$ cat src/rtl/core/hsirgb_pkg.sv
// ----------------------------------------------------------------------------
// hsirgb_pkg
// Constants shared by the hsi to rgb converter: angle scaling, q30 unity,
// series divisors and pipeline sizes.
// ----------------------------------------------------------------------------
`default_nettype none

package hsirgb_pkg;

    localparam int unsigned HUE_BITS_DEFAULT = 12;

    localparam int unsigned HUE_W = 12;
    localparam int unsigned SAT_W = 9;
    localparam int unsigned INT_W = 9;
    localparam int unsigned CH_W  = 8;
    localparam int unsigned S_TDATA_W = 32;
    localparam int unsigned M_TDATA_W = 24;

    // q30 fixed point
    localparam int unsigned ANG_W = 32;
    localparam int unsigned Q30_W = 31;
    localparam logic [Q30_W-1:0] Q30_ONE = 31'h4000_0000;

    localparam logic [ANG_W-1:0] ANG_SECTOR   = 32'd2248839617;
    localparam logic [ANG_W-1:0] ANG_THIRD_PI = 32'd1124419809;
    localparam logic [ANG_W-1:0] ANG_HALF_PI  = 32'd1686629713;

    // horner series divisors
    localparam int unsigned COS_STEPS = 5;
    localparam int unsigned SIN_STEPS = 4;
    localparam int unsigned COS_DIV [COS_STEPS] = '{90, 56, 30, 12, 2};
    localparam int unsigned SIN_DIV [SIN_STEPS] = '{72, 42, 20, 6};
    localparam int unsigned STEP_STAGES = 3;

    // quotient bits of the ratio divider
    localparam int unsigned RATIO_QB = 19;

endpackage

`default_nettype wire

$ cat src/rtl/core/hsirgb_horner_step.sv
// ----------------------------------------------------------------------------
// hsirgb_horner_step
// One series step r' = 1 - floor(x2*r / (n*2^30)), saturating at zero, in
// three register stages; the constant divide is a reciprocal multiply with
// a single correction.
// ----------------------------------------------------------------------------
`default_nettype none

module hsirgb_horner_step #(
    parameter int unsigned N = 2
) (
    input  wire logic                             aclk,
    input  wire logic                             ce,
    input  wire logic [hsirgb_pkg::ANG_W-1:0]     x2_in,
    input  wire logic [hsirgb_pkg::Q30_W-1:0]     r_in,
    output logic      [hsirgb_pkg::ANG_W-1:0]     x2_out,
    output logic      [hsirgb_pkg::Q30_W-1:0]     r_out
);

    localparam int unsigned K = 34;
    localparam logic [34:0] M = 35'((64'd1 << K) / N);

    logic [32:0] v1_reg, v2_reg;
    logic [32:0] q0_reg;
    logic [31:0] x2a_reg, x2b_reg, x2c_reg;
    logic [30:0] r_reg;

    logic [62:0] prod;
    logic [67:0] prodm;
    logic [39:0] qn;
    logic [39:0] rem;
    logic [33:0] q;
    logic [30:0] r_next;

    always_comb begin
        prod  = 63'(x2_in) * 63'(r_in);
        prodm = 68'(v1_reg) * 68'(M);
        qn    = 40'(q0_reg) * 40'(N);
        rem   = 40'(v2_reg) - qn;
        if (rem >= 40'(N)) begin
            q = 34'(q0_reg) + 34'd1;
        end else begin
            q = 34'(q0_reg);
        end
        if (q >= 34'(hsirgb_pkg::Q30_ONE)) begin
            r_next = '0;
        end else begin
            r_next = 31'(34'(hsirgb_pkg::Q30_ONE) - q);
        end
    end

    always_ff @(posedge aclk) begin
        if (ce) begin
            v1_reg  <= prod[62:30];
            x2a_reg <= x2_in;
            v2_reg  <= v1_reg;
            q0_reg  <= prodm[66:34];
            x2b_reg <= x2a_reg;
            r_reg   <= r_next;
            x2c_reg <= x2b_reg;
        end
    end

    assign x2_out = x2c_reg;
    assign r_out  = r_reg;

endmodule

`default_nettype wire

$ cat config.mk
export PLATFORM = sky130hd
export DESIGN_NAME = hsirgb_horner_step
export DESIGN_NICKNAME = d
export VERILOG_FILES = /design/src/rtl/core/hsirgb_pkg.sv /design/src/rtl/core/hsirgb_horner_step.sv
export SDC_FILE = /design/constraint.sdc
export NUM_CORES = 2
export LEC_CHECK = 0
export BUFFER_PORTS_ARGS = -buffer_cell sky130_fd_sc_hd__buf_2
export CORE_UTILIZATION = 35
export CTS_CLUSTER_DIAMETER = 100
export CTS_CLUSTER_SIZE = 14
export DETAILED_ROUTE_END_ITERATION = 10
export GPL_TIMING_DRIVEN = 1
export RECOVER_POWER = 100
export SLEW_MARGIN = 20
export SYNTH_ARGS = -nofsm -noshare
export SYNTH_HDL_FRONTEND = slang
export SYNTH_SLANG_ARGS = --single-unit
$ cat constraint.sdc
create_clock -name aclk -period 11.9 [get_ports aclk]
set_input_delay 2.38 -clock aclk [delete_from_list [all_inputs] [get_ports aclk]]
set_output_delay 2.38 -clock aclk [all_outputs]
set_load 0.1 [all_outputs]
# ---- Word-level counts from Yosys, hierarchy flattened
# Cells that the tools add are included.
# W data, S select, Z words.
dict set report totals {
  reg_bits 225
  in_bits 65
  out_inout_bits 63
  word_cells 14
}
dict set report op_classes {
  addsub 3
  mul 1
  n_lt_le_gt_ge 2
  mux 1
}
# op count
set op_table {}
lappend op_table {{$mul A32 B31 Y63} 1}
lappend op_table {{$ge A40 B2 Y1 const B} 1}
lappend op_table {{$sub A33 B33 Y34} 1}
lappend op_table {{$add A32 B1 Y33 const B} 1}
lappend op_table {{$ge A33 B31 Y1 const B} 1}
lappend op_table {{$mux W33} 1}
lappend op_table {{$sub A31 B31 Y31 const A} 1}

# ---- Logic depth before layout (Yosys ltp)
dict set report logic_depth {
  word_depth 4
  mapped_depth 29
  mapped_depth_nobuf 28
}

# ---- Worst setup path before layout
# OpenSTA, ideal clock, no wires.
dict set report synth_path {
  path_kind {input -> register}
  start {input port r_in[5] in the netlist's numbering}
  end {register v1_reg[30], data pin}
  setup_time_ns 0.260
  arrival_ns 8.957
  required_ns 11.640
  path_slack_ns 2.683
  cell_stages 25
  n_path_buf 1
  cell_sequence {clkbuf_1 and2_1 fa_1 fa_1 fa_1 inv_1 fa_1 inv_1 fa_1 fa_1 fa_1 inv_1 fa_1 inv_1 ha_1 and3_1 a21boi_1 o2111a_1 a311o_1 o21ai_2 a21oi_2 o2111ai_2 a21oi_1 o31ai_2 xnor2_1}
}
dict set report synth_between {
  elab_chain_cells 1
}
# element line_no
set synth_lines {}
lappend synth_lines {{start: declaration} hsirgb_horner_step.sv:15} ;# input wire logic [hsirgb_pkg::Q30_W-1:0] r_in,
lappend synth_lines {{$mul A32 B31 Y63} hsirgb_horner_step.sv:36} ;# prod = 63'(x2_in) * 63'(r_in);
lappend synth_lines {{named net prod[60]} hsirgb_horner_step.sv:28} ;# logic [62:0] prod;
lappend synth_lines {{end signal: assignment} hsirgb_horner_step.sv:54} ;# v1_reg <= prod[62:30];
lappend synth_lines {{end: declaration} hsirgb_horner_step.sv:23} ;# logic [32:0] v1_reg, v2_reg;
# The timed path passes the listed nets, and every way through them passes these cells.
# A chain may end at the register's enable or synchronous reset.

# ---- Worst setup path in the final report
dict set report layout_path {
  start {input port x2_in[15] in the netlist's numbering}
  end {register v1_reg[15], data pin}
}
dict set report layout_between {
  elab_chain_cells 1
}
# element line_no
set layout_lines {}
lappend layout_lines {{start: declaration} hsirgb_horner_step.sv:14} ;# input wire logic [hsirgb_pkg::ANG_W-1:0] x2_in,
lappend layout_lines {{$mul A32 B31 Y63} hsirgb_horner_step.sv:36}
lappend layout_lines {{named net prod[45]} hsirgb_horner_step.sv:28}
# The timed path passes the listed nets, and every way through them passes these cells.

==> impl_metrics.csv <==
group,metric,value,unit
worst_setup_path,crit_path_max_incr_delay,1380,ps
detailed_routing,wl_per_cell,19.3,um
clock_tree,cts_setup_buffers,0,
finish,area_growth_syn_to_layout,6.14,%
synth,synth_area,0.0379,sq mm
grt,antenna_found_initial,10,
clock_tree,cts_buffer_depth,2,
sta,slew_headroom,-199,%
grt,grt_overflow,0,
sta,period_share,91.7,%
worst_setup_path,end_kind,"flop",
sta,rsz0062_at_grt,"no",
status,status,"finished with violations",
worst_setup_path,cp_num_buf_inv,5,
finish,nets,4953,
worst_setup_path,reg2reg_from,"v2_reg[5]",
synth,netlist-cell-type-count,62,
clock_tree,path_clk_slew,80,ps
worst_setup_path,critical_path_class,"input port to flop",
placed_design,port_buffers,127,
placed_design,hpwl,78.9,mm
worst_setup_path,required,12130,ps
worst_setup_path,r2r_slack,8360,ps
grt,grt_pass1_vias,27200,
sta,fin_worst_skew,12.3,ps
grt,grt_pass1_wl,158,mm
finish,n_antenna_cell,0,
detailed_routing,drt-total-wl,100,mm
synth,yosys.area.top_type_share,45.7,%
die,start_util,35.3,%
detailed_routing,vias,25200,
detailed_routing,ant_nets,0,
clock_tree,cts_tree,"done",
placed_design,gp_congestion,0.878,
worst_setup_path,critical_path.top_delay_family,"adder cells",
synth,ys_top_cells_by_count,"fa_1 (865), inv_1 (861), and2_1 (538)",
clock_tree,htree_levels,4,
sta,setup_viol,0,
die,row_count,120,
synth,yosys.area.top_type,"fa_1",
synth,synth_area_per_cell,10.0,sq um
clock_tree,ctsRootBufferMaster,"clkbuf_16",
sta,maxSlewViolCount,788,
clock_tree,clock_latency,490,ps
placed_design,pre_cts_ws,1310,ps
run,maxCapViolations,25,
worst_setup_path,worstPathMaxFanout,32,
worst_setup_path,r2r_cells,8,
die,chipWidth,331,um
sta,worstMarginPinSlew,4480,ps
synth,ys_async_sr_fraction,0,%
clock_tree,hold_buffers,0,
worst_setup_path,path_common_cell,"fa_1",
synth,ys_ff_latch,191,
die,fp.dieArea,0.110,sq mm
finish,design_area,0.0402,sq mm
synth,synth_edf_count,191,
sta,finalCriticalPeriod,10910,ps
detailed_routing,drc,0,
clock_tree,clkSinkCount,191,
sta,layout_setup_ws,993,ps
synth,yosys_warnings,0,
synth,synth.net_count,4970,
grt,grt_max_degree,83,
worst_hold_path,min_to,"v2_reg[16]",
detailed_routing,dr.pass1.iters,6,
die,io_pins,128,
die,core,0.107,sq mm
sta,fin_setup_tns,0,ps
synth,ys_top_cells_by_area,"fa_1 (46%), edfxtp_1 (15%), and2_1 (8.9%)",
synth,synth_most_common_cell,"fa_1",
worst_hold_path,hold_depth,0,
synth,ys_seq_area_share,15.1,%
worst_setup_path,critical_path.slowest_cell,"clkbuf_1",
sta,max_clock_freq,91.7,MHz
synth,ys.flop_type,"edfxtp_1",
sta,hold_viol_final,0,
worst_hold_path,hp-start,"v1_reg[16]",
worst_hold_path,hold_class,"flop to flop",
placed_design,dpl-instance-area,0.0398,sq mm
detailed_routing,first_iter_violations,1615,
grt,grt.total_usage,19.1,%
worst_setup_path,r2r_end,"r_out[28]",
worst_setup_path,critPathLaunchType,"input port",
finish,drive_above_1_share,2.72,%
worst_setup_path,critPathArrivalTime,11140,ps
status,violations,"capacitance limit, slew limit",
detailed_routing,via_per_inst,4.87,
clock_tree,ctsResizeCount,0,
synth,syn-instance-count,3786,
die,die_h,331,um
clock_tree,cts_buffers,17,
sta,fin_hold_ws,413,ps
## layout make-up
class / instances / area [sq um]
inverter: 861 / 3230
clock buffer: 17 / 425
sequential: 191 / 5740
multi-input combinational: 2534 / 28100
tap: 1403 / 1760
fill: 10700 / 67000
timing repair buffer: 164 / 757
clock inverter: 14 / 173
## cells in the final DEF (no fill, tap or decap), drive strengths merged, types with 59 or more instances in the layout
| cell type | netlist | final |
|---|---|---|
| inv | 861 | 868 |
| a21oi | 59 | 59 |
| nand2 | 492 | 492 |
| edfxtp | 191 | 191 |
| buf | 2 | 67 |
| fa | 865 | 865 |
| ha | 254 | 254 |
| clkbuf | 198 | 114 |
| nor2 | 67 | 67 |
| and2 | 538 | 538 |
## metal layers
metal / up-vias / routed length, um / global-route usage [%]
li1: 11100 / - / -
met1: 13300 / 43400 / 25.6
met2: 684 / 48500 / 32.1
met3: 148 / 5350 / 2.71
met4: 12 / 2770 / 5.74
met5: - / 79 / 0
## per-stage QoR
| step | cells | util (%) |
|---|---|---|
| floorplan | 3786 | - |
| global placement | 5153 | 37.1 |
| detailed placement | 5153 | 37.1 |
| CTS | 5184 | 37.7 |
| global route | 5184 | 37.5 |
| finish | 5184 | 37.5 |
## worst max path at each step
stage	startpoint	cells after the start	slack (ps)	to
2_1_floorplan	r_in[5]	25	2680	v1_reg[30]
3_3_place_gp	r_in[7]	26	1390	v1_reg[15]
3_5_place_dp	r_in[7]	26	1310	v1_reg[15]
4_1_cts	r_in[7]	26	1800	v1_reg[15]
5_1_grt	x2_in[13]	24	750	v1_reg[26]
6_report	x2_in[15]	25	990	v1_reg[15]
## logic make-up after synthesis
group / share of synthesized area [%]
flops: 15.1
xor+xnor: 1.39
simple gates: 16.0
buf+inv: 10.5
compound gates: 2.85
mux: 0.0297
fa+ha+maj: 54.1
Power is not shown: default switching activity piles up to over one toggle a cycle in this logic, so the estimate is an artifact.
